File: src/rtl/ksab_ram.sv
`timescale 1ns / 1ps
// ----------------------------------------------------------------------------
// ksab_ram: generic single-port-write, single-port-read RAM
// One write and one read per cycle; read data registered.
// ----------------------------------------------------------------------------
module ksab_ram #(
    parameter int WIDTH = 8,
    parameter int DEPTH = 16
) (
    input  logic                     clk,
    input  logic                     we,
    input  logic [$clog2(DEPTH)-1:0] waddr,
    input  logic [WIDTH-1:0]         wdata,
    input  logic [$clog2(DEPTH)-1:0] raddr,
    output logic [WIDTH-1:0]         rdata
);

    logic [WIDTH-1:0] mem_reg [DEPTH];
    logic [WIDTH-1:0] rdata_reg;

    // write port
    always_ff @(posedge clk)
    begin
        if (we)
        begin
            mem_reg[waddr] <= wdata;
        end
    end

    // registered read port
    always_ff @(posedge clk)
    begin
        rdata_reg <= mem_reg[raddr];
    end

    assign rdata = rdata_reg;

endmodule

File: config.mk
export PLATFORM = sky130hd
export DESIGN_NAME = ksab_ram
export DESIGN_NICKNAME = d
export VERILOG_FILES = /design/src/rtl/ksab_ram.sv
export SDC_FILE = /design/constraint.sdc
export NUM_CORES = 1
export LEC_CHECK = 0
export BUFFER_PORTS_ARGS = -buffer_cell sky130_fd_sc_hd__buf_2
export CORE_UTILIZATION = 50
export CTS_BUF_LIST = sky130_fd_sc_hd__clkbuf_4 sky130_fd_sc_hd__clkbuf_8
export DETAILED_ROUTE_END_ITERATION = 10
export HOLD_SLACK_MARGIN = 0.1
export PLACE_DENSITY = 0.66
export RECOVER_POWER = 50
export SETUP_SLACK_MARGIN = 0.2
export SYNTH_ARGS = -nofsm -noshare
export SYNTH_HDL_FRONTEND = slang
export SYNTH_SLANG_ARGS = --single-unit
File: constraint.sdc
create_clock -name clk -period 5.16 [get_ports clk]
set_clock_uncertainty 0.2 [all_clocks]
set_input_delay 0.258 -clock clk [delete_from_list [all_inputs] [get_ports clk]]
set_output_delay 0.258 -clock clk [all_outputs]
set_load 0.05 [all_outputs]
* Yosys cells after proc, flatten, opt, wreduce, memory -nomap -nowiden *
Memories as Yosys holds them, arrays and structs flattened. A register that Yosys moved wholly into a read port is not among the register bits.
Index checks and enable logic that the tools add are counted.

operators by class
  multiplexer cells = 2

operators by type and width
  operator           number
  1-bit two-way mux  2

word-level totals
  bits in registers = 0
  bits in writable memories = 128
  input bits = 18
  output and inout bits = 8
  logic and storage cells = 3
  memories kept = 1

memories
  memory   words  width  read ports  clocked after memory_dff  wr ports  RTL line  RTL
  mem_reg  16     8      1           1                         1         18        logic [WIDTH-1:0] mem_reg [DEPTH];

* Depth between registers and ports, before layout *
Gate-level depths: netlist of run 1.

  depth in word-level cells = 2
  gate-level depth with buffers = 5
  gate-level depth less buffers = 3

* Worst setup path before layout of run 1 *
OpenSTA, ideal clock, no wires.

  kind = input to register
  start = input port waddr[2]
  end = memory mem_reg[0][0] (enable)
  library setup time = 0.383 ns
  arrival = 1.368 ns
  data required time = 4.577 ns
  slack = 3.209 ns
  stages = 2
  path buffers = 0
  cell sequence = or3b_2 > nor3_1

RTL lines
  what                RTL line  RTL
  start: declaration  12        input logic [$clog2(DEPTH)-1:0] waddr,
  end: declaration    18

No word-level cell before the write port.

==> metrics.txt, run 1 <==
# TYPE chip_impl_metric gauge
chip_impl_metric{name="grt_pass1_wl",unit="um"} 13880
chip_impl_metric{name="fin_cells",unit=""} 418
chip_impl_info{name="hold_path_class",value="in -> reg"} 1
chip_impl_metric{name="drtIter0Drc",unit=""} 163
chip_impl_metric{name="globalRouteTotalUtil",unit="%"} 19.93
chip_impl_metric{name="die_height",unit="um"} 103.5
chip_impl_metric{name="grt_remaining_overflow",unit=""} 0
chip_impl_metric{name="drt-vias-per-instance",unit=""} 5.677
chip_impl_metric{name="internal_power",unit="mW"} 1.663
chip_impl_metric{name="drt_pass1_iterations",unit=""} 6
chip_impl_metric{name="placed_cells",unit=""} 379
chip_impl_metric{name="synth.cell_area",unit="mm2"} 0.005147
chip_impl_info{name="ys_top_cells_by_area",value="edfxtp_1, mux4_2, mux4_1"} 1
chip_impl_metric{name="synthDistinctLibCells",unit=""} 19
chip_impl_metric{name="power.sequential.fraction",unit="%"} 58.8
chip_impl_metric{name="drc",unit=""} 0
chip_impl_info{name="timing.setup.critical_path_class",value="in -> reg"} 1
chip_impl_metric{name="number_of_clock_buffers_inserted_by_tritoncts",unit=""} 17
chip_impl_metric{name="post_synth_and_or_nand_nor_area_fraction",unit="%"} 3.184
chip_impl_metric{name="cts.sinks",unit=""} 136
chip_impl_metric{name="synth.yosys.seq_area_share",unit="%"} 77.78
chip_impl_metric{name="totalWireLength",unit="um"} 9487
chip_impl_metric{name="clockBufferDepth",unit=""} 2
chip_impl_metric{name="max-vdd-ir-drop",unit="uV"} 148.3
chip_impl_metric{name="final_max_slew_viol_count",unit=""} 0
chip_impl_info{name="cts_tree",value="done"} 1
chip_impl_metric{name="area_growth_syn_to_layout",unit="%"} 12.20
chip_impl_metric{name="slew_headroom",unit="%"} 29.54
chip_impl_metric{name="post_drt_wl_per_cell",unit="um"} 22.70
chip_impl_metric{name="report.final.setup_viol",unit=""} 0
chip_impl_metric{name="cp_data_required_time",unit="ns"} 5.26
chip_impl_metric{name="grt_antenna_before_repair",unit=""} 0
chip_impl_metric{name="combinationalPowerShare",unit="%"} 6.4
chip_impl_metric{name="maxCapViolCount",unit=""} 0
chip_impl_info{name="grt_setup_unrepaired",value="false"} 1
chip_impl_metric{name="fin_tns_setup",unit="ns"} 0
chip_impl_info{name="most-common-layout-cells",value="edfxtp_1, mux4_2, clkbuf_8"} 1
chip_impl_metric{name="design.portCount",unit=""} 26
chip_impl_metric{name="power.total",unit="mW"} 2.111
chip_impl_metric{name="yosys_register_bits",unit=""} 136
chip_impl_metric{name="post-place-ws",unit="ns"} 2.560
chip_impl_metric{name="synthAdderAreaFrac",unit="%"} 0
chip_impl_metric{name="io_buffer_count",unit=""} 25
chip_impl_metric{name="row_count",unit=""} 36
chip_impl_metric{name="worst-slew-pin-transition",unit="ns"} 1.057
chip_impl_metric{name="setup_slack",unit="ns"} 3.145
chip_impl_metric{name="crit_arrival",unit="ns"} 2.11
chip_impl_metric{name="die_width",unit="um"} 103.5
chip_impl_metric{name="synth_compound_gate_area_share",unit="%"} 2.333
chip_impl_metric{name="clock_insertion_delay_at_the_later_pin_of_the_skew_report",unit="ns"} 0.43
chip_impl_metric{name="post_cts_resized",unit=""} 0
chip_impl_metric{name="initial_utilization",unit="%"} 52.18
chip_impl_metric{name="clock_power_share",unit="%"} 34.7
chip_impl_metric{name="first_global_vias",unit=""} 2329
chip_impl_metric{name="num-nets-final",unit=""} 291
chip_impl_metric{name="top_fanout_value_on_the_critical_path",unit=""} 32
chip_impl_metric{name="netlist.area_leader.share",unit="%"} 74.67
chip_impl_metric{name="maximum_clock_frequency",unit="GHz"} 0.4962
chip_impl_info{name="startpoint_type",value="input pin"} 1
chip_impl_metric{name="route.vias.total",unit=""} 2373
chip_impl_metric{name="sw_frac_of_total",unit="%"} 21.26
chip_impl_metric{name="multi_input_comb_area",unit="mm2"} 0.001067
chip_impl_info{name="type_of_destination_of_the_critical_path",value="register"} 1
chip_impl_metric{name="cts_post_setup_buffers_inserted",unit=""} 0
chip_impl_info{name="clock_tree.root_cell",value="clkbuf_8"} 1
chip_impl_metric{name="cts_htree_levels",unit=""} 4
chip_impl_metric{name="hold_viol_final",unit=""} 0
chip_impl_metric{name="fillerInstances",unit=""} 717
chip_impl_metric{name="synth_cells",unit=""} 229
chip_impl_metric{name="max_reg_flops",unit=""} 128
chip_impl_metric{name="power.static_leakage",unit="nW"} 1.897
chip_impl_info{name="synth_top_family_by_area",value="multiplexers"} 1
chip_impl_metric{name="floorplan.die_area",unit="mm2"} 0.01071
chip_impl_metric{name="layout_min_cycle_time",unit="ns"} 2.015
chip_impl_metric{name="grt_max_degree",unit=""} 33
chip_impl_metric{name="place.gp.congestion",unit=""} 0.7291
chip_impl_info{name="run_status",value="finished clean"} 1
chip_impl_metric{name="ys_warn_count",unit=""} 0
chip_impl_metric{name="postLayoutCoreUtil",unit="%"} 58.55
chip_impl_metric{name="core_area",unit="mm2"} 0.009864
chip_impl_metric{name="total_switching_power",unit="mW"} 0.4488
chip_impl_metric{name="multiplexer_share_of_the_synthesized_area",unit="%"} 15.02
chip_impl_metric{name="worst_setup_hold_path_clk_slew",unit="ns"} 0.07
chip_impl_metric{name="synth.avg_cell_area",unit="um2"} 22.48
chip_impl_metric{name="antenna_cells_inserted",unit=""} 0
chip_impl_info{name="netlist.top_cell.by_area",value="edfxtp_1"} 1
chip_impl_metric{name="place_hpwl",unit="um"} 5792
chip_impl_metric{name="synth-xor-area-share",unit="%"} 0
chip_impl_info{name="mostFrequentLayoutCell",value="edfxtp_1"} 1
chip_impl_metric{name="syn_nets",unit=""} 247
chip_impl_metric{name="timing.final.crit_share",unit="%"} 39.06
chip_impl_metric{name="p_per_area",unit="mW/mm2"} 365.6
chip_impl_metric{name="area.sequential",unit="mm2"} 0.004004
chip_impl_metric{name="layout-drive-gt1-share",unit="%"} 24.21
chip_impl_metric{name="ant_nets",unit=""} 0
-- cell families after synthesis --
family,after synthesis
and+or+nand+nor,35
muxes,32
buffers and inverters,10
AOI/OAI and AO/OA,16
DFF,136
-- Yosys cell counts --
master / count
nand3b_1: 2
nor2_1: 13
and2_1: 1
or3b_2: 1
mux4_2: 18
buf_2: 3
nand2_1: 9
a22oi_1: 16
and2b_1: 1
edfxtp_1: 128
clkdlybuf4s25_2: 3
mux4_1: 14
nand2b_1: 2
nand3_1: 1
buf_6: 3
dfxtp_1: 8
nor3_1: 4
buf_4: 1
nor2b_1: 1
-- final timing paths --
check                start             to  slack, ns  cells after the start
max               raddr[0]       rdata[0]       3.14                      4
min               waddr[0]  mem_reg[0][4]       0.11                      2
max reg2reg  mem_reg[2][0]       rdata[0]       3.58                      3
min reg2reg  mem_reg[3][2]       rdata[2]       0.48                      3
-- worst max-delay path, cell delays in order --
cell and delay, ns:
buf_2 0.78, mux4_1 0.65, a22oi_1 0.28, nand2_1 0.11
-- metrics by stage --
stage               area, um2  hold WS, ns
finish                   5776       0.1109
global route             5776       0.1173
CTS                      5786       0.1037
detailed placement       5373       0.4631
global placement         5373       0.4515
floorplan                5147       0.1569
-- final cells by class --
class	count	share of cell area [%]
clock buffer	26	5.329
tap	133	2.881
sequential	136	69.32
clock inverter	5	0.4333
timing repair buffer	35	3.553
multi-input combinational	83	18.48
-- metal layers --
layer / up-vias / GRT usage, % / share of wire, %
met3: 7 / 6.384 / 5.5
met4: 0 / 8.234 / 0.92
met1: 1234 / 27.19 / 44
met2: 75 / 30.06 / 49
li1: 1057 / - / -
met5: - / 0 / 0
-- what timing repair did --
action,4_1_cts,5_1_grt
hold buffers,8,0
setup endpoints to repair,0,0
hold endpoints to repair,128,0
-- power groups by stage --
stage,clock [mW],combinational (mW),sequential [mW]
after floorplan,0,0.0627,1.29
after global placement,0,0.131,1.27
after detailed placement,0,0.133,1.27
after CTS,0.746,0.138,1.24
after global routing,0.789,0.146,1.24
final,0.733,0.136,1.24
Note: power is estimated with default switching activity, not from simulation.
==> run 2: changes to the inputs <==
--- a/config.mk
+++ b/config.mk
@@ -5,12 +5,13 @@
 export SDC_FILE = /design/constraint.sdc
 export NUM_CORES = 1
 export LEC_CHECK = 0
+export ABC_AREA = 1
 export BUFFER_PORTS_ARGS = -buffer_cell sky130_fd_sc_hd__buf_2
 export CORE_UTILIZATION = 50
 export CTS_BUF_LIST = sky130_fd_sc_hd__clkbuf_4 sky130_fd_sc_hd__clkbuf_8
 export DETAILED_ROUTE_END_ITERATION = 10
 export HOLD_SLACK_MARGIN = 0.1
-export PLACE_DENSITY = 0.66
+export PLACE_DENSITY = 0.69
 export RECOVER_POWER = 50
 export SETUP_SLACK_MARGIN = 0.2
 export SYNTH_ARGS = -nofsm -noshare
==> constraint.sdc (replaced) <==
create_clock -name clk -period 1.7 [get_ports clk]
set_clock_uncertainty 0.2 [all_clocks]
set_input_delay 0.085 -clock clk [delete_from_list [all_inputs] [get_ports clk]]
set_output_delay 0.085 -clock clk [all_outputs]
set_load 0.05 [all_outputs]
==> run 2 against run 1 <==
Non-clock buffer count up 28; die area is 12% higher; final cell count is 82% higher; combinational power grew to 4.2 times the previous value; first-iteration DRC count increased by 120%; area after synthesis up 12%; design area rose by 15%; setup slack lost 3.0 ns; global-route usage up 3.8 points; critical path depth increased by 1; hold slack better by 0.062 ns; largest power group unchanged; highest routed layer unchanged.
==> metrics.txt, run 2 <==
# TYPE chip_impl_metric gauge
chip_impl_info{name="hold_path_class",value="in -> reg"} 1
chip_impl_metric{name="hold_ws",unit="ns"} 0.1729
chip_impl_metric{name="grt_pass1_wl",unit="um"} 19910
chip_impl_metric{name="drtIter0Drc",unit=""} 366
chip_impl_metric{name="synth.avg_cell_area",unit="um2"} 10.47
chip_impl_metric{name="grt_antenna_before_repair",unit=""} 0
chip_impl_info{name="netlist.top_cell.by_area",value="edfxtp_1"} 1
chip_impl_metric{name="syn_nets",unit=""} 569
chip_impl_metric{name="die_width",unit="um"} 109.4
chip_impl_metric{name="die_height",unit="um"} 109.4
chip_impl_info{name="r2r_start",value="mem_reg[6][6]"} 1
chip_impl_metric{name="clock_insertion_delay_at_the_later_pin_of_the_skew_report",unit="ns"} 0.44
chip_impl_metric{name="synthArstFlopShare",unit="%"} 0
chip_impl_info{name="cts_tree",value="done"} 1
chip_impl_metric{name="io_buffer_count",unit=""} 25
chip_impl_metric{name="yosys_register_bits",unit=""} 136
chip_impl_metric{name="synth.yosys.seq_area_share",unit="%"} 69.43
chip_impl_metric{name="layout-drive-gt1-share",unit="%"} 11.76
chip_impl_info{name="mostFrequentLayoutCell",value="nand2_1"} 1
chip_impl_metric{name="fin_tns_setup",unit="ns"} 0
chip_impl_metric{name="drc",unit=""} 0
chip_impl_info{name="clock_tree.root_cell",value="clkbuf_8"} 1
chip_impl_metric{name="drt-vias-per-instance",unit=""} 5.162
chip_impl_metric{name="ant_nets",unit=""} 0
chip_impl_metric{name="worst-slew-pin-transition",unit="ns"} 1.009
chip_impl_metric{name="p_per_area",unit="mW/mm2"} 1011
chip_impl_metric{name="maximum_clock_frequency",unit="GHz"} 0.6345
chip_impl_metric{name="first_global_vias",unit=""} 3746
chip_impl_info{name="most-common-layout-cells",value="nand2_1, edfxtp_1, inv_1"} 1
chip_impl_metric{name="power.static_leakage",unit="nW"} 2.884
chip_impl_info{name="grt_setup_unrepaired",value="true"} 1
chip_impl_metric{name="number_of_clock_buffers_inserted_by_tritoncts",unit=""} 17
chip_impl_metric{name="globalRouteTotalUtil",unit="%"} 23.73
chip_impl_metric{name="place_hpwl",unit="um"} 7752
chip_impl_metric{name="netlist.area_leader.share",unit="%"} 66.65
chip_impl_metric{name="final_max_slew_viol_count",unit=""} 0
chip_impl_metric{name="cts_post_setup_buffers_inserted",unit=""} 0
chip_impl_metric{name="place.gp.congestion",unit=""} 0.7934
chip_impl_metric{name="floorplan.die_area",unit="mm2"} 0.01197
chip_impl_metric{name="num-nets-final",unit=""} 627
chip_impl_metric{name="core_area",unit="mm2"} 0.01103
chip_impl_metric{name="timing.final.crit_share",unit="%"} 92.71
chip_impl_info{name="startpoint_type",value="input pin"} 1
chip_impl_metric{name="initial_utilization",unit="%"} 52.28
chip_impl_metric{name="layout_min_cycle_time",unit="ns"} 1.576
chip_impl_metric{name="grt_remaining_overflow",unit=""} 0
chip_impl_metric{name="ys_warn_count",unit=""} 0
chip_impl_metric{name="max_reg_flops",unit=""} 128
chip_impl_metric{name="design.portCount",unit=""} 26
chip_impl_metric{name="antenna_cells_inserted",unit=""} 0
chip_impl_metric{name="synthDistinctLibCells",unit=""} 12
chip_impl_info{name="run_status",value="finished clean"} 1
chip_impl_metric{name="hold_viol_final",unit=""} 0
chip_impl_metric{name="slew_headroom",unit="%"} 32.70
chip_impl_metric{name="crit_arrival",unit="ns"} 1.51
chip_impl_metric{name="route.vias.total",unit=""} 3928
chip_impl_metric{name="cp_data_required_time",unit="ns"} 1.63
chip_impl_info{name="type_of_destination_of_the_critical_path",value="register"} 1
chip_impl_metric{name="grt_max_degree",unit=""} 65
chip_impl_info{name="ys_top_cells_by_area",value="edfxtp_1, nand2_1, nand3_1"} 1
chip_impl_info{name="holdCritStartpoint",value="raddr[0]"} 1
chip_impl_info{name="count_leader_synth",value="nand2_1"} 1
chip_impl_info{name="timing.setup.critical_path_class",value="in -> reg"} 1
chip_impl_metric{name="number_of_enable_type_register_cells_in_the_synthesized_netlist",unit=""} 128
chip_impl_metric{name="post_drt_wl_per_cell",unit="um"} 16.73
chip_impl_metric{name="totalWireLength",unit="um"} 12730
chip_impl_metric{name="synth_cells",unit=""} 551
chip_impl_metric{name="fillerInstances",unit=""} 947
chip_impl_metric{name="synth.cell_area",unit="mm2"} 0.005767
chip_impl_info{name="timing.critical_path.from",value="waddr[2]"} 1
chip_impl_metric{name="top_fanout_value_on_the_critical_path",unit=""} 8
chip_impl_metric{name="cts_htree_levels",unit=""} 4
chip_impl_metric{name="maxCapViolCount",unit=""} 0
chip_impl_info{name="synth_commonest_cells",value="nand2_1, edfxtp_1, inv_1"} 1
chip_impl_metric{name="cts.sinks",unit=""} 136
chip_impl_metric{name="area_growth_syn_to_layout",unit="%"} 14.82
chip_impl_metric{name="row_count",unit=""} 38
chip_impl_info{name="ys.flop_type",value="edfxtp_1"} 1
chip_impl_metric{name="clockBufferDepth",unit=""} 2
chip_impl_metric{name="max-vdd-ir-drop",unit="uV"} 494.2
chip_impl_metric{name="report.final.setup_viol",unit=""} 0
chip_impl_metric{name="drt_pass1_iterations",unit=""} 5
chip_impl_metric{name="worst_setup_hold_path_clk_slew",unit="ns"} 0.07
-- run 2: changes by cell type in the layout (fill, tap and decap cells not counted), moves of 4 or more --
cell           change
a22oi_1           -16
buf_12             +4
buf_4             +16
dlygate4sd3_1      +8
inv_1            +100
mux4_1            -14
mux4_2            -18
nand2_1          +164
nand3_1           +96
-- run 2: timing repair --
action / in CTS / in global routing
endpoints found under the hold margin: 170 / 0
setup endpoints to repair: 0 / 28
resized for setup: 0 / 4
hold buffers: 16 / 0
-- run 2: final cells by class --
class                   count  area [um2]  share of cell area [%]
multi-input cells         289        1219                   18.41
clock inverters             4       20.02                  0.3023
flip-flops and latches    136        4004                   60.47
repair buffers             63       486.7                   7.351
clock buffers              27       334.1                   5.045
inverters                 102       382.9                   5.782
well taps                 140       175.2                   2.646
-- run 2: worst max-delay path: stages --
cell	delay (ns)
dlygate4sd3_1	0.53
clkbuf_1	0.13
nand3b_1	0.32
nor2_2	0.21
buf_4	0.23
-- run 2: stage by stage --
stage | cell area [um2] | util (%) | setup WS (ns) | total power [mW] | std cells
after floorplan | 5767 | - | 0.4642 | 4.178 | 551
after global placement | 6116 | 55.44 | 0.3043 | 4.370 | 714
after detailed placement | 6116 | 55.44 | 0.2861 | 4.383 | 714
after CTS | 6630 | 60.11 | 0.2207 | 6.729 | 761
after global routing | 6621 | 60.03 | 0.1064 | 6.935 | 761
final | 6621 | 60.03 | 0.1239 | 6.694 | 761
-- run 2: per-layer routing --
metal	up-vias	global-route usage, %	share of wire [%]
li1	1882	-	-
met1	1858	30.95	40
met2	167	37.92	50
met3	21	6.224	7.7
met4	0	9.714	2.3
met5	-	0	0
-- run 2: path summary, 6_finish.rpt --
kind	endpoint	slack [ns]	cells after the start
worst min-delay path	rdata[0]	0.17	7
worst max register to register	rdata[6]	0.47	6
worst min register to register	rdata[4]	0.48	6
worst max-delay path	mem_reg[8][2]	0.12	5
-- run 2: power breakdown --
part	internal [mW]	leakage (nW)	total, mW	switching, mW
clock	1.24	0.194	2.36	1.11
sequential	3.75	1.22	3.77	0.0226
combinational	0.165	1.47	0.565	0.400
total	5.16	2.88	6.69	1.54
-- run 2: logic make-up (layout without fill, tap and decap cells) --
family | Yosys count | count (layout) | share of synthesized area [%]
buffers and inverters | 126 | 196 | 9.525
flip-flops | 136 | 136 | 69.43
AND/OR/NAND/NOR | 289 | 289 | 21.05
