--- src/rtl/ksab_pkg.sv ---
`timescale 1ns / 1ps
// ----------------------------------------------------------------------------
// ksab_pkg: shared types and constants of the key state and action binder
// Request and result layouts, opcodes, status codes and the modifier match.
// ----------------------------------------------------------------------------
package ksab_pkg;

    localparam int OPCODE_W = 3;
    localparam int KEY_W    = 9;
    localparam int ACTION_W = 6;
    localparam int SLOT_W   = 2;
    localparam int MOD_W    = 16;
    localparam int STATUS_W = 2;
    localparam int CFG_IDX_W = 2;

    // request opcodes
    typedef enum logic [OPCODE_W-1:0] {
        OP_KEY_EVENT = 3'd0,
        OP_FRAME_END = 3'd1,
        OP_BIND      = 3'd2,
        OP_REBIND    = 3'd3,
        OP_SET_SLOT  = 3'd4,
        OP_UNBIND    = 3'd5,
        OP_QUERY     = 3'd6
    } opcode_t;

    // result status codes
    localparam logic [STATUS_W-1:0] STATUS_OK         = 2'd0;
    localparam logic [STATUS_W-1:0] STATUS_BAD_ACTION = 2'd1;
    localparam logic [STATUS_W-1:0] STATUS_KEY_ZERO   = 2'd2;

    // configuration register indexes
    localparam logic [CFG_IDX_W-1:0] CFG_CTRL  = 2'd0;
    localparam logic [CFG_IDX_W-1:0] CFG_SHIFT = 2'd1;
    localparam logic [CFG_IDX_W-1:0] CFG_ALT   = 2'd2;
    localparam logic [CFG_IDX_W-1:0] CFG_GUI   = 2'd3;

    localparam logic [MOD_W-1:0] CTRL_MASK_RST  = 16'h00C0;
    localparam logic [MOD_W-1:0] SHIFT_MASK_RST = 16'h0003;
    localparam logic [MOD_W-1:0] ALT_MASK_RST   = 16'h0300;
    localparam logic [MOD_W-1:0] GUI_MASK_RST   = 16'h0C00;

    // controller states
    typedef enum logic [2:0] {
        S_CLEAR,
        S_IDLE,
        S_READ,
        S_SCAN,
        S_FRAME,
        S_EMIT
    } state_t;

    typedef struct packed {
        logic [OPCODE_W-1:0] opcode;
        logic [KEY_W-1:0]    key;
        logic                key_down;
        logic [MOD_W-1:0]    event_modifiers;
        logic [ACTION_W-1:0] action;
        logic [SLOT_W-1:0]   slot;
        logic [MOD_W-1:0]    binding_modifiers;
    } in_item_t;

    typedef struct packed {
        logic [STATUS_W-1:0] status;
        logic                key_is_pressed;
        logic                key_was_just_pressed;
        logic                key_was_just_released;
        logic                action_is_bound;
        logic                action_is_pressed;
        logic                action_just_pressed;
        logic                action_just_released;
        logic [KEY_W-1:0]    slot_key;
        logic [MOD_W-1:0]    slot_modifiers;
        logic [MOD_W-1:0]    modifiers_now;
    } out_item_t;

    // Each group: nothing asked means no bit of the group may be held,
    // otherwise at least one asked bit must be held.
    function automatic logic mod_match(
        input logic [3:0][MOD_W-1:0] masks,
        input logic [MOD_W-1:0]      required,
        input logic [MOD_W-1:0]      held
    );
        logic             ok;
        logic [MOD_W-1:0] wanted;
        logic [MOD_W-1:0] have;
        ok = 1'b1;
        for (int g = 0; g < 4; g++) begin
            wanted = required & masks[g];
            have   = held & masks[g];
            if (wanted == '0) begin
                if (have != '0) ok = 1'b0;
            end else if ((have & wanted) == '0) begin
                ok = 1'b0;
            end
        end
        return ok;
    endfunction

endpackage

--- src/rtl/ksab_row_update.sv ---
`timescale 1ns / 1ps
// ----------------------------------------------------------------------------
// ksab_row_update: new contents of one action's binding row
// Bind reuses a slot with the same key, else the first free one, else the
// last; rebind starts from an empty row; set writes one slot; unbind clears.
// ----------------------------------------------------------------------------
module ksab_row_update #(
    parameter int SLOTS = 4,
    parameter int MOD_W = 16
) (
    input  logic [ksab_pkg::OPCODE_W-1:0]      op,
    input  logic [ksab_pkg::KEY_W-1:0]         key,
    input  logic [MOD_W-1:0]                   mods,
    input  logic [ksab_pkg::SLOT_W-1:0]        slot,
    input  logic [SLOTS-1:0][ksab_pkg::KEY_W-1:0] cur_key,
    input  logic [SLOTS-1:0][MOD_W-1:0]        cur_mod,
    output logic [SLOTS-1:0][ksab_pkg::KEY_W-1:0] new_key,
    output logic [SLOTS-1:0][MOD_W-1:0]        new_mod
);

    localparam int SW = (SLOTS > 1) ? $clog2(SLOTS) : 1;

    logic          hit;
    logic          free;
    logic [SW-1:0] hit_idx;
    logic [SW-1:0] free_idx;
    logic [SW-1:0] tgt_idx;

    // slot search for bind
    always_comb
    begin
        hit      = 1'b0;
        free     = 1'b0;
        hit_idx  = '0;
        free_idx = '0;
        for (int i = 0; i < SLOTS; i++)
        begin
            if (!hit && cur_key[i] == key)
            begin
                hit     = 1'b1;
                hit_idx = SW'(i);
            end
            if (!free && cur_key[i] == '0)
            begin
                free     = 1'b1;
                free_idx = SW'(i);
            end
        end
        if (hit)
            tgt_idx = hit_idx;
        else if (free)
            tgt_idx = free_idx;
        else
            tgt_idx = SW'(SLOTS - 1);
    end

    // row contents per operation
    always_comb
    begin
        new_key = cur_key;
        new_mod = cur_mod;
        unique case (op) inside
            ksab_pkg::OP_BIND:
            begin
                for (int i = 0; i < SLOTS; i++)
                begin
                    if (SW'(i) == tgt_idx)
                    begin
                        new_key[i] = key;
                        new_mod[i] = mods;
                    end
                end
            end
            ksab_pkg::OP_REBIND:
            begin
                new_key    = '0;
                new_mod    = '0;
                new_key[0] = key;
                new_mod[0] = mods;
            end
            ksab_pkg::OP_SET_SLOT:
            begin
                for (int i = 0; i < SLOTS; i++)
                begin
                    if (32'(slot) == i)
                    begin
                        new_key[i] = key;
                        new_mod[i] = (key == '0) ? '0 : mods;
                    end
                end
            end
            ksab_pkg::OP_UNBIND:
            begin
                new_key = '0;
                new_mod = '0;
            end
            default:
            begin
                new_key = cur_key;
                new_mod = cur_mod;
            end
        endcase
    end

endmodule

--- config.mk ---
export PLATFORM = sky130hd
export DESIGN_NAME = ksab_row_update
export DESIGN_NICKNAME = d
export VERILOG_FILES = /design/src/rtl/ksab_pkg.sv /design/src/rtl/ksab_row_update.sv
export SDC_FILE = /design/constraint.sdc
export NUM_CORES = 1
export LEC_CHECK = 0
export CAP_MARGIN = 40
export CORE_AREA = 2 2 89 91
export DETAILED_ROUTE_END_ITERATION = 16
export DIE_AREA = 0 0 91 93
export DONT_BUFFER_PORTS = 1
export GPL_ROUTABILITY_DRIVEN = 0
export PLACE_DENSITY_LB_ADDON = 0.05
export SLEW_MARGIN = 20
export SYNTH_ARGS = -nofsm -noshare
export SYNTH_HDL_FRONTEND = slang
export SYNTH_SLANG_ARGS = --single-unit
export TNS_END_PERCENT = 30
--- constraint.sdc ---
create_clock -name vclk -period 3.8
set_clock_uncertainty 0.2 [all_clocks]
set_input_delay 0.19 -clock vclk [all_inputs]
set_output_delay 0.19 -clock vclk [all_outputs]
set_load 0.1 [all_outputs]
---- Word-level counts from Yosys, hierarchy flattened ----
Cells that the tools add are included.
storage, ports and cells
  output and inout port bits .............. 100
  ROM bits ................................ 0
  memories kept ........................... 0
  latch bits .............................. 0
  word-level logic and storage cells ...... 68
  bits in writable memories ............... 0
  input port bits ......................... 130
  bits in registers ....................... 0
operators by class
  shift operators ......................... 0
  bitwise logic cells ..................... 0
  equality and inequality tests ........... 14
  $mul .................................... 0
  multiplexer cells ....................... 35
  add/sub/neg operators ................... 0
  reduce and logical (&&, ||, !) cells .... 19
  divide/modulo/power cells ............... 0
  magnitude comparators ................... 0
operators by type and width
  operator            number
  $pmux 64 s4         1
  $mux 16             9
  $pmux 36 s4         1
  $mux 9              8
  $logic_not 9->1     5
  $eq 9x9->1          4
  $mux 2              6
  $mux 1              10
  $eq 3x2->1 const B  2
  $eq 3x3->1 const B  2
  $logic_and 1x1->1   6
  $logic_not 1->1     6
  $eq 2x2->1 const A  2
  $eq 2x2->1 const B  2
  $logic_not 2->1     2
  $eq 1x2->1 const A  1
  $eq 2x1->1 const B  1

---- Depth between registers and ports, before layout ----
Gate-level depths: netlist of run 1.
  depth after elaboration ................. 16
  gate-level depth with buffers ........... 9
  depth with buffers taken out ............ 6

---- Worst setup path after synthesis of run 1 ----
Ideal clock, no wire load.
  kind .................................... input port to output port
  start ................................... input key[8] in the netlist's numbering
  end ..................................... output new_mod[10] in the netlist's numbering
  cell stages on the path ................. 8
  path buffers ............................ 2
  setup slack ............................. 0.041 ns
  data arrival time ....................... 3.369 ns
  data required time ...................... 3.410 ns
  cell sequence ........................... buf_2 > xor2_1 > nor4_1 > nand4_1 > a41oi_1 > clkbuf_1 > o21ai_0 > a2bb2oi_1
RTL lines
  element             line                   source
  start: declaration  ksab_row_update.sv:12  input logic [ksab_pkg::KEY_W-1:0] key,
  end: declaration    ksab_row_update.sv:18  output logic [SLOTS-1:0][MOD_W-1:0] new_mod

==> metrics.md, run 1 <==
| Metric | Value |
|---|---|
| Die W | 91 µm |
| GRT overflow | 0 |
| Total Routed Length | 13,000 µm |
| Outcome | finished, final reports clean |
| Yosys top cell by area | a22o_1 |
| Vias | 4,120 |
| Die span in y | 93 µm |
| Leak Pwr | 1.57 nW |
| Yosys top cell area share | 13.2% |
| Post-route ant nets | 0 |
| Synth warnings | 0 |
| Seq. cell area | 0 µm² |
| Area of the mapped netlist | 0.00291 mm² |
| Worst hold path type | input pin to output port |
| Vias in the first global route | 3,609 |
| Internal power | 0.000339 W |
| Final hold vios | 0 |
| Pre-CTS setup slack | 0.815 ns |
| Seq/Total Area, Yosys | 0% |
| Setup violators final | 0 |
| Setup Fix Bufs, Post-CTS | 0 |
| Period minus WS final | 3.01 ns |
| # DRC | 0 |
| Clock Power Share | 0% |
| Cell Area, Placed | 0.00400 mm² |
| Slew @ Worst Pin | 0.852 ns |
| Slew margin rel. | 42.4% |
| Post-CTS Resized | 0 |
| Post-Syn Nets | 584 |
| MaxCap Viol Count | 0 |
| Setup TNS Final | 0 ns |
| RSZ-0062 raised after global routing | no |
| Final Max Tran Viols | 0 |
| Netlist cell types | 43 |
| Max IR drop VDD | 0.221 mV |
| Gate count of the mapped netlist | 454 |
| Crit path kind | input pin to output port |
| Sequential cells | 0 |
| Pre-antenna DRT Iters | 5 |
| Via-to-Cell Ratio | 6.65 |
| Top Metal Used | met4 |
| Power Dens Cells | 327 mW/mm² |
| Die Area | 0.00846 mm² |
| Reg power frac | 0% |
| Worst EP arrival | 2.62 ns |
| Pin count of the biggest net entering global routing | 35 |
| WL met3 | 1160 µm |
| Synth top area cells | a22o_1 (13%), a21oi_1 (12%), a221o_1 (11%) |
| Share of cells above drive strength 1 | 29.0% |
| Detailed Place HPWL | 9900 µm |
| Final non-filler cell total | 620 |
| Worst-path fanout max | 16 |
| CTS Hold Bufs | 0 |
| First-pass GRT wire length | 19,700 µm |
| Placed Cells | 620 |
| Initial Util | 38.7% |
| Crit. End Element | output port |
| GRT Total Usage | 27.7% |
| Fin nets | 650 |
| DR iter-0 viols | 295 |
| Combinational fraction of design power | 100.0% |
| Antenna Cells | 0 |
| Met2 wire len | 6020 µm |
| Average size of a mapped cell | 6.42 µm² |
| Net Sw Frac | 74.1% |
| PnR worst setup slack | 0.786 ns |
| Wire per inst | 21.0 µm |
| Initial antenna violation count | 0 |
| Final Power | 0.00131 W |
| Layout fillers | 769 |
| WL met1 | 5670 µm |
| Area growth syn-to-layout | 37.3% |
| Period utilisation layout | 79.3% |
| Worst Path Required | 3.41 ns |
| Number of port buffers | 0 |
| Switching pwr | 0.000969 W |
| Layout clock buffer count | 0 |
| Core Rows | 32 |
| Core area | 0.00753 mm² |
| I/O pin count | 230 |
| Cell area after layout | 0.00400 mm² |
| Max frequency | 332 MHz |
| Crit path launch type | input pin |
worst max-delay path, stage by stage:
cell     delay, ns
or4_4         0.53
nor4_4        0.36
nor3b_1       0.10
a21bo_2       0.26
a21oi_2       0.60
a221o_1       0.27
buf_4         0.29
through the flow:
step                      hold slack [ns]  utilization, %
after CTS                           0.498            53.1
after global placement              0.497            53.0
after floorplan                     0.615               -
after global routing                0.500            53.1
final                               0.497            53.1
after detailed placement            0.498            53.1
logic make-up after synthesis:
| group | after synthesis | share of synthesized area [%] |
|---|---|---|
| compound gates | 227 | 56.4 |
| xor+xnor | 36 | 10.8 |
| buf+inv | 50 | 8.12 |
| simple gates | 141 | 24.7 |
layout by cell type, fill, tap and decap left out, drive strengths merged, types with 4 or more instances in the layout:
master   count
nand4        4
nor4         7
a2bb2oi     16
a21oi       69
a221o       32
xor2        21
nand2       38
o21ai       39
a221oi      16
xnor2       15
a22o        44
nor2        18
buf        113
nor2b       14
nand3       37
nor3         8
synth_stat cells, drive strengths merged (2+ instances only):
cell type  instances
a221oi            16
a41oi              2
nand3             37
nand2b             3
clkbuf            30
a32o               3
nor2              18
nor2b             14
a31oi              3
a22o              44
nand4              4
and3               2
and2               3
a221o             32
o21ai             39
xor2              21
buf               19
a2bb2oi           16
nand2             38
xnor2             15
a21oi             69
nor4               7
nor3               8
power by group through the flow:
stage | clock (W) | combinational [W] | sequential, W
2_1_floorplan | 0 | 0.00104 | 0
3_3_place_gp | 0 | 0.00130 | 0
3_5_place_dp | 0 | 0.00131 | 0
4_1_cts | 0 | 0.00131 | 0
5_1_grt | 0 | 0.00135 | 0
6_report | 0 | 0.00131 | 0
worst paths after layout:
path                  startpoint     endpoint  cells past startpoint
worst max-delay path  cur_key[2]  new_mod[37]                      7
worst min-delay path  cur_mod[0]   new_mod[0]                      2
area by class of cell:
type / count / area, µm² / share of cell area [%]
Multi-Input combinational cell: 404 / 2820 / 70.5
Timing Repair Buffer: 113 / 1050 / 26.2
Tap cell: 102 / 128 / 3.19
Inverter: 1 / 3.75 / 0.0938
layer usage:
layer | global-route usage (%) | up-vias
met5 | 0 | -
met4 | 5.05 | 0
met3 | 6.12 | 12
met2 | 43.4 | 197
met1 | 39.3 | 1989
li1 | - | 1922
No activity file was read; power rests on OpenSTA's default activity.
==> run 2: changes to the inputs <==
--- a/config.mk
+++ b/config.mk
@@ -5,10 +5,10 @@
 export SDC_FILE = /design/constraint.sdc
 export NUM_CORES = 1
 export LEC_CHECK = 0
+export ABC_AREA = 1
 export CAP_MARGIN = 40
-export CORE_AREA = 2 2 89 91
+export CORE_UTILIZATION = 45
 export DETAILED_ROUTE_END_ITERATION = 16
-export DIE_AREA = 0 0 91 93
 export DONT_BUFFER_PORTS = 1
 export GPL_ROUTABILITY_DRIVEN = 0
 export PLACE_DENSITY_LB_ADDON = 0.05
==> constraint.sdc (replaced) <==
create_clock -name vclk -period 2.5
set_clock_uncertainty 0.2 [all_clocks]
set_input_delay 0.125 -clock vclk [all_inputs]
set_output_delay 0.125 -clock vclk [all_outputs]
set_load 0.1 [all_outputs]
==> run 2 against run 1 <==
Net effect:
- critical path depth up 7
- non-clock buffer count up 20
- synthesized area up 74%
- combinational power up 110%
- setup slack worse by 0.70 ns
- total power up 110%
- critical endpoint is now new_mod[50]
==> metrics.md, run 2 <==
| Metric | Value |
|---|---|
| Outcome | finished, final reports clean |
| Commonest non-fill, non-tap cell in the layout | nand2_1 |
| Die span in y | 108 µm |
| Sequential cells | 0 |
| Top Metal Used | met4 |
| Wire per inst | 17.4 µm |
| Final hold vios | 0 |
| Gate count of the mapped netlist | 1,104 |
| Via-to-Cell Ratio | 6.03 |
| Layout fillers | 1,070 |
| Leak Pwr | 3.60 nW |
| Seq. cell area | 0 µm² |
| Pin count of the biggest net entering global routing | 68 |
| Average size of a mapped cell | 4.60 µm² |
| I/O pin count | 230 |
| Final non-filler cell total | 1,297 |
| Vias | 7,819 |
| Slew @ Worst Pin | 0.830 ns |
| Switching pwr | 0.00190 W |
| Worst hold path type | input pin to output port |
| Power Dens Cells | 378 mW/mm² |
| Core area | 0.0109 mm² |
| Internal power | 0.000904 W |
| DR iter-0 viols | 940 |
| Antenna Cells | 0 |
| Combinational fraction of design power | 100.0% |
| WL met1 | 8570 µm |
| First-pass GRT wire length | 35,000 µm |
| Net Sw Frac | 67.7% |
| Slew margin rel. | 44.6% |
| Cell Area, Placed | 0.00736 mm² |
| Layout clock buffer count | 0 |
| Netlist cell types | 26 |
| # DRC | 0 |
| Total Routed Length | 22,600 µm |
| Area of the mapped netlist | 0.00508 mm² |
| Most frequent cells in the layout | nand2_1 (298), nand3_1 (206), inv_1 (128) |
| Fin nets | 1,289 |
| Initial Util | 46.4% |
| Period minus WS final | 2.41 ns |
| Initial antenna violation count | 0 |
| Pre-antenna DRT Iters | 6 |
| Die Area | 0.0117 mm² |
| Post-route ant nets | 0 |
| Die W | 108 µm |
| Placed Cells | 1,295 |
| Synth warnings | 0 |
| Yosys top cell by area | nand2_1 |
| Share of cells above drive strength 1 | 15.8% |
| Met2 wire len | 9960 µm |
| Max frequency | 415 MHz |
| Hold path depth | 3 |
| Hold EP | new_mod[8] |
| Vias in the first global route | 6,803 |
| Worst-path fanout max | 14 |
| Yosys top cell area share | 22.0% |
| Synth top area cells | nand2_1 (22%), nand3_1 (20%), a21oi_1 (12%) |
| Area growth syn-to-layout | 46.0% |
| Crit path launch type | input pin |
| Reg power frac | 0% |
| Seq/Total Area, Yosys | 0% |
| Number of port buffers | 0 |
| Max IR drop VDD | 0.305 mV |
| Cell area after layout | 0.00741 mm² |
| Worst EP arrival | 2.09 ns |
| GRT overflow | 0 |
| Setup Fix Bufs, Post-CTS | 0 |
| Top-count cell post-synth | nand2_1 |
| Crit path kind | input pin to output port |
| Period utilisation layout | 96.4% |
| Core Rows | 38 |
| Clock Power Share | 0% |
| Top cells by count, synth | nand2_1 (298), nand3_1 (206), inv_1 (129) |
| Detailed Place HPWL | 16,500 µm |
| Post-Syn Nets | 1,234 |
| MaxCap Viol Count | 0 |
| WL met3 | 3230 µm |
| Crit. End Element | output port |
| Worst Path Required | 2.17 ns |
| Final Max Tran Viols | 0 |
| Setup violators final | 0 |
| HP Start | cur_mod[8] |
| GRT Total Usage | 37.0% |
[run 2: cell count changes after synthesis, moves of 14 or more]
cell       previous run  this run
nand2_1              38       298
a21oi_1              68       123
a22o_1               44         0
clkbuf_1             30        51
nor2b_1              14         0
inv_1                 1       129
nand3_1              37       206
xor2_1               21         6
a221o_1              32         0
o21ai_0              36        97
a2bb2oi_1            16         0
nor2_1               18        95
[run 2: how the worst max path moves through the flow]
stage               startpoint     endpoint  slack [ns]
floorplan               key[4]   new_key[6]       -0.51
global placement    cur_key[0]  new_mod[15]        0.21
detailed placement      key[1]  new_mod[15]        0.18
CTS                     key[1]  new_mod[15]        0.18
global route            key[8]  new_key[28]      -0.009
finish                  key[1]  new_mod[50]        0.09
[run 2: critical path, stage by stage]
cell and delay (ns):
inv_2 0.11, nand2_1 0.10, nand2_1 0.06, a21oi_1 0.13, nand3_1 0.10, nor2_1 0.16
inv_1 0.10, nand2_4 0.13, nand2_8 0.12, nor2_4 0.41, nand2_1 0.09, nand3_1 0.12
nand3_1 0.13, buf_12 0.20
[run 2: kinds of logic (layout without fill, tap and decap cells)]
kind of cell / Yosys count / after routing / synth area share, %
AND/OR/NAND/NOR: 621 / 622 / 53.2
buffers and inverters: 223 / 275 / 18.7
AO/OA/AOI/OAI: 239 / 239 / 24.5
XOR/XNOR: 21 / 21 / 3.62
[run 2: layer usage]
metal	global-route usage, %	vias up
met5	0	-
met4	11.6	0
met3	8.56	77
met2	58.9	579
met1	49.0	3453
li1	-	3710
[run 2: layout make-up]
type	count	area, µm²	area share (%)
inverter	142	543	7.33
multi-input combinational	882	4340	58.6
tap	140	175	2.36
timing repair buffer	133	2350	31.8
[run 2: power groups by stage]
| stage | sequential (W) | clock [W] | combinational [W] |
|---|---|---|---|
| after floorplan | 0 | 0 | 0.00185 |
| after global placement | 0 | 0 | 0.00277 |
| after detailed placement | 0 | 0 | 0.00278 |
| after CTS | 0 | 0 | 0.00278 |
| after global routing | 0 | 0 | 0.00291 |
| final | 0 | 0 | 0.00280 |
[run 2: metrics by stage]
| stage | TNS [ns] | utilization (%) | power (W) | hold slack, ns | setup slack (ns) |
|---|---|---|---|---|---|
| floorplan | -3.18 | - | 0.00185 | 0.360 | -0.508 |
| global placement | 0 | 67.2 | 0.00277 | 0.375 | 0.211 |
| detailed placement | 0 | 67.3 | 0.00278 | 0.376 | 0.181 |
| CTS | 0 | 67.3 | 0.00278 | 0.376 | 0.176 |
| global route | -0.0315 | 67.8 | 0.00291 | 0.384 | -0.00931 |
| finish | 0 | 67.8 | 0.00280 | 0.377 | 0.0890 |
[run 2: repair_timing]
item                                   CTS  global route
gates resized for setup                  0             4
setup endpoints to repair                0            32
hold buffers                             0             0
endpoints found under the hold margin    0             0
